**src/hdl/c3kf_pkg.sv**
```systemverilog
// Shared types, constants and kernel tables of the 3x3 convolution filter.
package c3kf_pkg;

    // Default geometry limits
    localparam int K_MAX_WIDTH  = 1024;
    localparam int K_MAX_HEIGHT = 4096;

    // Field and register widths
    localparam int K_PIXEL_W    = 8;
    localparam int K_KIND_W     = 2;
    localparam int K_WIDTH_CW   = 11;
    localparam int K_HEIGHT_CW  = 13;
    localparam int K_CFG_DATA_W = 13;
    localparam int K_CFG_IDX_W  = 2;

    // Register reset values
    localparam logic [K_KIND_W-1:0]    K_RST_KIND   = '0;
    localparam logic [K_PIXEL_W-1:0]   K_RST_MAX    = 8'd255;
    localparam logic [K_WIDTH_CW-1:0]  K_RST_WIDTH  = 11'd1024;
    localparam logic [K_HEIGHT_CW-1:0] K_RST_HEIGHT = 13'd1024;

    // Arithmetic widths: signed sum, positive sum, reciprocal, product
    localparam int K_SUM_W   = 14;
    localparam int K_POS_W   = 12;
    localparam int K_RECIP_W = 17;
    localparam int K_FRAC_W  = 16;
    localparam int K_PROD_W  = K_POS_W + K_RECIP_W;
    localparam int K_Q_W     = K_PROD_W - K_FRAC_W;
    localparam int K_WGT_W   = 5;

    // Configuration register indexes
    typedef enum logic [K_CFG_IDX_W-1:0] {
        CFG_FILTER_KIND  = 2'd0,
        CFG_MAX_PIXEL    = 2'd1,
        CFG_IMAGE_WIDTH  = 2'd2,
        CFG_IMAGE_HEIGHT = 2'd3
    } t_cfg_idx;

    // Kernel weights, row major: smooth, blur, sharpen, mean removal
    localparam logic signed [K_WGT_W-1:0] K_WEIGHTS [4][9] = '{
        '{ 5'sd1,  5'sd1,  5'sd1,  5'sd1,  5'sd1,  5'sd1,  5'sd1,  5'sd1,  5'sd1},
        '{ 5'sd1,  5'sd2,  5'sd1,  5'sd2,  5'sd4,  5'sd2,  5'sd1,  5'sd2,  5'sd1},
        '{ 5'sd0, -5'sd2,  5'sd0, -5'sd2, 5'sd11, -5'sd2,  5'sd0, -5'sd2,  5'sd0},
        '{-5'sd1, -5'sd1, -5'sd1, -5'sd1,  5'sd9, -5'sd1, -5'sd1, -5'sd1, -5'sd1}
    };

    // Reciprocals of the divisors 9, 16, 3, 1 scaled by 2^16; exact floor for sums below 4096
    localparam logic [K_RECIP_W-1:0] K_RECIP [4] = '{
        17'd7282, 17'd4096, 17'd21846, 17'd65536
    };

    // Input and result requests
    typedef struct packed {
        logic [K_PIXEL_W-1:0] pixel;
        logic                 flush;
    } t_in_req;

    typedef struct packed {
        logic [K_PIXEL_W-1:0] filtered_pixel;
        logic                 last_of_frame;
    } t_out_req;

    // Masked 3x3 neighborhood, row major
    typedef logic [8:0][K_PIXEL_W-1:0] t_nbhd;

    // Control carried along the arithmetic pipeline
    typedef struct packed {
        logic valid;
        logic has_res;
        logic last;
    } t_arith_ctl;

endpackage

```
**src/hdl/c3kf_arith.sv**
```systemverilog
// Weighted sum, exact division and clamp of a masked 3x3 neighborhood (5 stages).
module c3kf_arith (
    input  logic                              i_clk,
    input  logic                              i_rst_n,
    input  c3kf_pkg::t_arith_ctl              i_ctl,
    input  c3kf_pkg::t_nbhd                   i_nbhd,
    input  logic [c3kf_pkg::K_KIND_W-1:0]     i_kind,
    input  logic [c3kf_pkg::K_PIXEL_W-1:0]    i_max,
    output c3kf_pkg::t_arith_ctl              o_ctl,
    output logic [c3kf_pkg::K_PIXEL_W-1:0]    o_pixel
);
    import c3kf_pkg::*;

    t_arith_ctl                  r_a_ctl, r_b_ctl, r_c_ctl, r_d_ctl, r_e_ctl;
    t_nbhd                       r_a_pix;
    logic signed [K_SUM_W-1:0]   r_b_row [3];
    logic signed [K_SUM_W-1:0]   n_b_row [3];
    logic signed [K_SUM_W-1:0]   r_c_sum;
    logic [K_PROD_W-1:0]         r_d_prod;
    logic                        r_d_pos;
    logic [K_PIXEL_W-1:0]        r_e_pix;
    logic [K_Q_W-1:0]            quot;
    logic [K_PIXEL_W-1:0]        n_e_pix;

    // control valid chain
    always_ff @(posedge i_clk) begin
        if (!i_rst_n) begin
            r_a_ctl <= '0;
            r_b_ctl <= '0;
            r_c_ctl <= '0;
            r_d_ctl <= '0;
            r_e_ctl <= '0;
        end else begin
            r_a_ctl <= i_ctl;
            r_b_ctl <= r_a_ctl;
            r_c_ctl <= r_b_ctl;
            r_d_ctl <= r_c_ctl;
            r_e_ctl <= r_d_ctl;
        end
    end

    // row sums: three small constant-table products each
    always_comb begin
        for (int r = 0; r < 3; r++) begin
            n_b_row[r] = '0;
            for (int c = 0; c < 3; c++) begin
                n_b_row[r] = n_b_row[r] + K_SUM_W'($signed(K_WEIGHTS[i_kind][r*3+c])
                             * $signed({1'b0, r_a_pix[r*3+c]}));
            end
        end
    end

    // quotient, then zero floor and saturation
    always_comb begin
        quot = r_d_prod[K_PROD_W-1:K_FRAC_W];
        if (!r_d_pos) begin
            n_e_pix = '0;
        end else if (quot >= K_Q_W'(i_max)) begin
            n_e_pix = i_max;
        end else begin
            n_e_pix = quot[K_PIXEL_W-1:0];
        end
    end

    // payload stages
    always_ff @(posedge i_clk) begin
        r_a_pix  <= i_nbhd;
        r_b_row  <= n_b_row;
        r_c_sum  <= r_b_row[0] + r_b_row[1] + r_b_row[2];
        r_d_pos  <= (r_c_sum > 0);
        r_d_prod <= K_PROD_W'(r_c_sum[K_POS_W-1:0]) * K_PROD_W'(K_RECIP[i_kind]);
        r_e_pix  <= n_e_pix;
    end

    assign o_ctl   = r_e_ctl;
    assign o_pixel = r_e_pix;

endmodule

```
**config.mk**
```make
export PLATFORM = sky130hd
export DESIGN_NAME = c3kf_arith
export DESIGN_NICKNAME = d
export VERILOG_FILES = /design/src/hdl/c3kf_pkg.sv /design/src/hdl/c3kf_arith.sv
export SDC_FILE = /design/constraint.sdc
export NUM_CORES = 1
export LEC_CHECK = 0
export ABC_CLOCK_PERIOD_IN_PS = 14560
export BUFFER_PORTS_ARGS = -buffer_cell sky130_fd_sc_hd__buf_2
export CAP_MARGIN = 20
export CELL_PAD_IN_SITES_DETAIL_PLACEMENT = 1
export CELL_PAD_IN_SITES_GLOBAL_PLACEMENT = 1
export CORE_MARGIN = 5
export CORE_UTILIZATION = 55
export DETAILED_ROUTE_END_ITERATION = 8
export PLACE_DENSITY = 0.95
export SKIP_LAST_GASP = 1
export SLEW_MARGIN = 25
export SYNTH_ARGS = -nofsm -noshare
export SYNTH_HDL_FRONTEND = slang
export SYNTH_SLANG_ARGS = --single-unit
```
**constraint.sdc**
```tcl
create_clock -name i_clk -period 14.56 [get_ports i_clk]
set_clock_uncertainty 0.05 [all_clocks]
set_input_delay 2.912 -clock i_clk [delete_from_list [all_inputs] [get_ports i_clk]]
set_output_delay 2.912 -clock i_clk [all_outputs]
set_load 0.03 [all_outputs]
```
---- After elaboration in Yosys (flattened, before gate mapping) ----
Cells that the tools add are included.
cells by class
  $add $sub $neg .......................... 8
  $mul .................................... 10
  order comparisons ....................... 3
  multiplexer cells ....................... 7
  bitwise gates (word level) .............. 1
operator list
  kind                                                                   number
  5-bit by 9-bit multiplier with 14-bit output                           9
  14-bit adder                                                           8
  45-bit binary-select mux with 2-bit select                             1
  45-bit two-way mux                                                     2
  17-bit binary-select mux with 2-bit select                             1
  17-bit two-way mux                                                     2
  12-bit by 17-bit multiplier with 29-bit output                         1
  14-bit by 1-bit > comparator with 1-bit output, second input constant  1
  13-bit by 8-bit >= comparator with 1-bit output                        1
  8-bit two-way mux                                                      1
  3-bit >= comparator, second input constant                             1
  2-bit NOT with 3-bit output                                            1
storage, ports and cells
  bits in registers ....................... 181
  input port bits ......................... 87
  output and inout bits ................... 11
  word-level logic and storage cells ...... 60

---- Longest topological paths before layout ----
  depth in word-level cells ............... 7
  mapped depth ............................ 24
  gate-level depth less buffers ........... 23

---- Least setup slack after synthesis ----
OpenSTA, ideal clock, no wires.
  path kind ............................... input port to flip-flop
  start point ............................. input i_kind[1] (netlist name)
  end point ............................... register r_b_row[26] (netlist name)
  library setup time ...................... 72 ps
  arrival time ............................ 8503 ps
  data required time ...................... 14438 ps
  setup slack ............................. 5935 ps
  cell stages on the path ................. 21
  buffers on the path ..................... 2
  path through ............................ clkinv_1 -> clkbuf_1 -> ha_1 -> clkbuf_1 -> nand2b_1 -> fa_1 -> fa_1 -> fa_1 -> inv_1 -> fa_1 -> fa_1 -> inv_1 -> fa_1 -> inv_1 -> ha_1 -> a21o_1 -> a21oi_1 -> o211ai_1 -> a31o_2 -> a21oi_1 -> xnor2_1
RTL lines
  element                 line              source
  start: declaration      c3kf_arith.sv:7   input logic [c3kf_pkg::K_KIND_W-1:0] i_kind,
  end signal: assignment  c3kf_arith.sv:68  r_b_row <= n_b_row;
  end: declaration        c3kf_arith.sv:16  logic signed [K_SUM_W-1:0] r_b_row [3];

==> run_summary.xml <==
<?xml version="1.0" encoding="UTF-8"?>
<metrics>
  <group name="synth">
    <metric name="synth_seq_area_share" unit="%">15.95</metric>
    <metric name="yosysMostFrequentCell" unit="">sky130_fd_sc_hd__inv_1</metric>
    <metric name="synth.net_count" unit="">2812</metric>
    <metric name="number_of_flops_mapped_to_enable_cells_by_yosys" unit="">0</metric>
    <metric name="synth.cells.most_frequent" unit="">sky130_fd_sc_hd__inv_1, sky130_fd_sc_hd__fa_1, sky130_fd_sc_hd__ha_1, sky130_fd_sc_hd__dfxtp_1, sky130_fd_sc_hd__nor2b_1</metric>
    <metric name="synth.top_cell.area_share" unit="%">36.15</metric>
    <metric name="post_synth_main_area_contributors" unit="">sky130_fd_sc_hd__fa_1, sky130_fd_sc_hd__ha_1, sky130_fd_sc_hd__dfxtp_1</metric>
    <metric name="synth.largest_area_cell" unit="">sky130_fd_sc_hd__fa_1</metric>
    <metric name="synth.cell_area" unit="um2">20710</metric>
    <metric name="postSynthAreaPerCell" unit="um2">10.05</metric>
    <metric name="postSynth.asyncResetShare" unit="%">0</metric>
    <metric name="synth.lib_cells_used.distinct" unit="">70</metric>
    <metric name="yosys_warnings" unit="">0</metric>
    <metric name="instance_count_of_the_mapped_netlist" unit="">2061</metric>
    <metric name="ys_seq_elements" unit="">165</metric>
    <metric name="synth_flop_cell" unit="">sky130_fd_sc_hd__dfxtp_1</metric>
  </group>
  <group name="routing">
    <metric name="antenna_left" unit="">0</metric>
    <metric name="avgRoutedWirePerCell" unit="um">26.65</metric>
    <metric name="first_iter_violations" unit="">1041</metric>
    <metric name="drc" unit="">0</metric>
    <metric name="drt_wl_total" unit="mm">71.18</metric>
    <metric name="drt_pass1_iterations" unit="">7</metric>
    <metric name="avgViaCountPerCell" unit="">5.781</metric>
    <metric name="detailroute.via_count" unit="">15441</metric>
  </group>
  <group name="floorplanning">
    <metric name="floorplan.core_area" unit="um2">37400</metric>
    <metric name="die_w" unit="um">204.0</metric>
    <metric name="num_rows" unit="">71</metric>
    <metric name="num_io_pins" unit="">98</metric>
    <metric name="die_y" unit="um">204.0</metric>
    <metric name="overall_die_area" unit="um2">41630</metric>
    <metric name="start_util" unit="%">55.37</metric>
  </group>
  <group name="place">
    <metric name="number_of_cells_in_the_design_after_placement" unit="">2639</metric>
    <metric name="dpl_worst_slack" unit="ns">4.421</metric>
    <metric name="port-buffer-count" unit="">97</metric>
    <metric name="post-dp-hpwl" unit="mm">51.47</metric>
    <metric name="place_congestion" unit="">0.9262</metric>
  </group>
  <group name="cts">
    <metric name="h-tree-depth" unit="">4</metric>
    <metric name="cts_setup_buffers" unit="">0</metric>
    <metric name="cts.reportedPaths.clkPinSlew" unit="ns">0.08</metric>
    <metric name="tritoncts" unit="">done</metric>
    <metric name="clock_path_buffers" unit="">2</metric>
    <metric name="cts.sinks" unit="">165</metric>
    <metric name="clock_tree.root_cell" unit="">sky130_fd_sc_hd__clkbuf_16</metric>
    <metric name="cts-resized-gates" unit="">0</metric>
    <metric name="cts_buffer_count" unit="">17</metric>
    <metric name="postCtsHoldBufs" unit="">0</metric>
    <metric name="worstSkewPairLatency" unit="ns">0.48</metric>
  </group>
  <group name="layout">
    <metric name="syn2layout_area_growth" unit="%">7.679</metric>
    <metric name="footprint_of_the_multi_input_gates" unit="um2">15240</metric>
    <metric name="drive_above_1_share" unit="%">7.593</metric>
    <metric name="postLayoutCoreUtil" unit="%">59.62</metric>
    <metric name="layout.nets" unit="">2898</metric>
    <metric name="sequential_cell_area" unit="um2">3303</metric>
    <metric name="final-instance-count-excl-fill" unit="">2671</metric>
    <metric name="filler_instances" unit="">4055</metric>
    <metric name="antenna_cells" unit="">0</metric>
  </group>
  <group name="worst_setup_path">
    <metric name="regToRegStartpoint" unit="">r_a_pix[16]$_DFF_P_</metric>
    <metric name="worstRegToRegCells" unit="">18</metric>
    <metric name="critical_path.max_fanout" unit="">69</metric>
    <metric name="worst-r2r-setup-slack" unit="ns">8.30</metric>
    <metric name="cp_data_required_time" unit="ns">14.90</metric>
    <metric name="critPathKind" unit="">input pin to flop</metric>
    <metric name="cp.arrival" unit="ns">10.46</metric>
    <metric name="critical_path.startpoint_type" unit="">input pin</metric>
    <metric name="r2r_end" unit="">r_b_row[41]$_DFF_P_</metric>
    <metric name="critPathCaptureType" unit="">flop</metric>
  </group>
  <group name="worst_hold_path">
    <metric name="hold_start" unit="">r_a_ctl[1]$_SDFF_PN0_</metric>
    <metric name="min_delay_worst_endpoint" unit="">r_b_ctl[1]$_SDFF_PN0_</metric>
    <metric name="worst_hold_path.num_cells" unit="">1</metric>
    <metric name="worstHoldPathType" unit="">flop to flop</metric>
  </group>
  <group name="timing">
    <metric name="worst_slew_pin_slew" unit="ns">0.9447</metric>
    <metric name="fin_tns_setup" unit="ns">0</metric>
    <metric name="final.setup.worst_slack" unit="ns">4.442</metric>
    <metric name="period_needed" unit="ns">10.12</metric>
    <metric name="maximum_clock_frequency" unit="GHz">0.09883</metric>
    <metric name="relSlewSlack" unit="%">37.02</metric>
    <metric name="layout_worst_path_cycle_share" unit="%">69.49</metric>
    <metric name="finalHoldViolations" unit="">0</metric>
    <metric name="rsz0062_at_grt" unit="">no</metric>
    <metric name="setup_viol" unit="">0</metric>
    <metric name="slew_viol_final" unit="">0</metric>
  </group>
  <group name="grt">
    <metric name="initial_antenna_violation_count" unit="">1</metric>
    <metric name="grt_overflow" unit="">0</metric>
    <metric name="global_route.usage.total" unit="%">35.53</metric>
    <metric name="grt_first_pass_wirelength" unit="mm">111.0</metric>
    <metric name="grt_pass1_vias" unit="">19101</metric>
    <metric name="grt_max_degree" unit="">70</metric>
  </group>
  <group name="status">
    <metric name="status" unit="">finished clean</metric>
  </group>
  <group name="job">
    <metric name="max_cap_viol_count" unit="">0</metric>
  </group>
</metrics>
layout make-up:
| cell class | instances | area share [%] |
|---|---|---|
| Inverter | 536 | 9.023 |
| Timing Repair Buffer | 103 | 2.379 |
| Clock buffer | 18 | 1.969 |
| Tap cell | 511 | 2.867 |
| Clock inverter | 14 | 0.6004 |
| Sequential cell | 165 | 14.81 |
| Multi-Input combinational cell | 1324 | 68.35 |
worst max path at each step:
stage | start | end | slack (ns) | depth (start not counted)
2_1_floorplan | i_kind[1] | r_b_row[26]$_DFF_P_ | 5.93 | 21
3_3_place_gp | i_kind[1] | r_b_row[13]$_DFF_P_ | 4.92 | 24
3_5_place_dp | i_kind[1] | r_b_row[13]$_DFF_P_ | 4.42 | 24
4_1_cts | i_kind[1] | r_b_row[13]$_DFF_P_ | 4.63 | 24
5_1_grt | i_kind[1] | r_b_row[13]$_DFF_P_ | 4.31 | 24
6_report | i_kind[1] | r_b_row[41]$_DFF_P_ | 4.44 | 22
cell usage in the layout, fill, tap and decap left out, drive strengths merged, types with 14 or more instances in the layout:
cell type / instances
a21o: 18
a21oi: 27
and2: 102
buf: 103
clkbuf: 18
dfxtp: 165
fa: 374
ha: 290
inv: 545
nand2: 84
nand2b: 72
nor2: 54
nor2b: 105
nor3: 14
o21ai: 14
xnor2: 49
xor2: 14
worst max-delay path, cell delays in order:
cell and delay [ns]:
sky130_fd_sc_hd__buf_2 0.08, sky130_fd_sc_hd__buf_4 0.60, sky130_fd_sc_hd__ha_2 0.48, sky130_fd_sc_hd__buf_4 0.64, sky130_fd_sc_hd__nor2b_1 0.47, sky130_fd_sc_hd__fa_1 0.53, sky130_fd_sc_hd__inv_1 0.18, sky130_fd_sc_hd__fa_1 0.44
sky130_fd_sc_hd__inv_1 0.09, sky130_fd_sc_hd__fa_1 0.43, sky130_fd_sc_hd__fa_1 0.54, sky130_fd_sc_hd__fa_1 0.60, sky130_fd_sc_hd__inv_1 0.11, sky130_fd_sc_hd__fa_1 0.40, sky130_fd_sc_hd__inv_1 0.08, sky130_fd_sc_hd__ha_1 0.27
sky130_fd_sc_hd__nor2b_1 0.17, sky130_fd_sc_hd__o21a_1 0.20, sky130_fd_sc_hd__o31ai_1 0.45, sky130_fd_sc_hd__a21oi_1 0.20, sky130_fd_sc_hd__a31oi_1 0.32, sky130_fd_sc_hd__xnor2_1 0.20
cells by family (layout without fill, tap and decap cells):
family                     count (synthesis)  count (layout)  synth area share (%)
adders and majority gates                664             664                 53.68
AOI/OAI and AO/OA                        123             123                 4.387
DFF                                      165             165                 15.95
and+or+nand+nor                          463             463                 12.32
muxes                                     11              11                0.5377
buffers and inverters                    572             671                 10.46
xor gates and xnor gates                  63              63                 2.664
layer usage:
metal	up-vias	global-route usage, %	share of wire, %
met5	-	0	0
met4	0	25.44	8.9
li1	6357	-	-
met1	7779	36.97	34
met3	434	7.458	5.8
met2	871	63.51	52
sequential cells by signal (all words and copies together) (netlist names):
name,cells
r_c_ctl,3
r_a_ctl,3
o_pixel,8
r_d_prod,13
r_b_row,42
r_c_sum,14
o_ctl,3
r_d_pos,1
r_a_pix,72
r_b_ctl,3
r_d_ctl,3
per-stage QoR:
| stage | instance area (um2) | hold slack (ns) |
|---|---|---|
| floorplan | 20710 | 0.3184 |
| global placement | 21730 | 0.3641 |
| detailed placement | 21730 | 0.3818 |
| CTS | 22300 | 0.4064 |
| global route | 22300 | 0.4204 |
| finish | 22300 | 0.4063 |
Power is not shown: default switching activity piles up to over one toggle a cycle in this logic, so the estimate is an artifact.
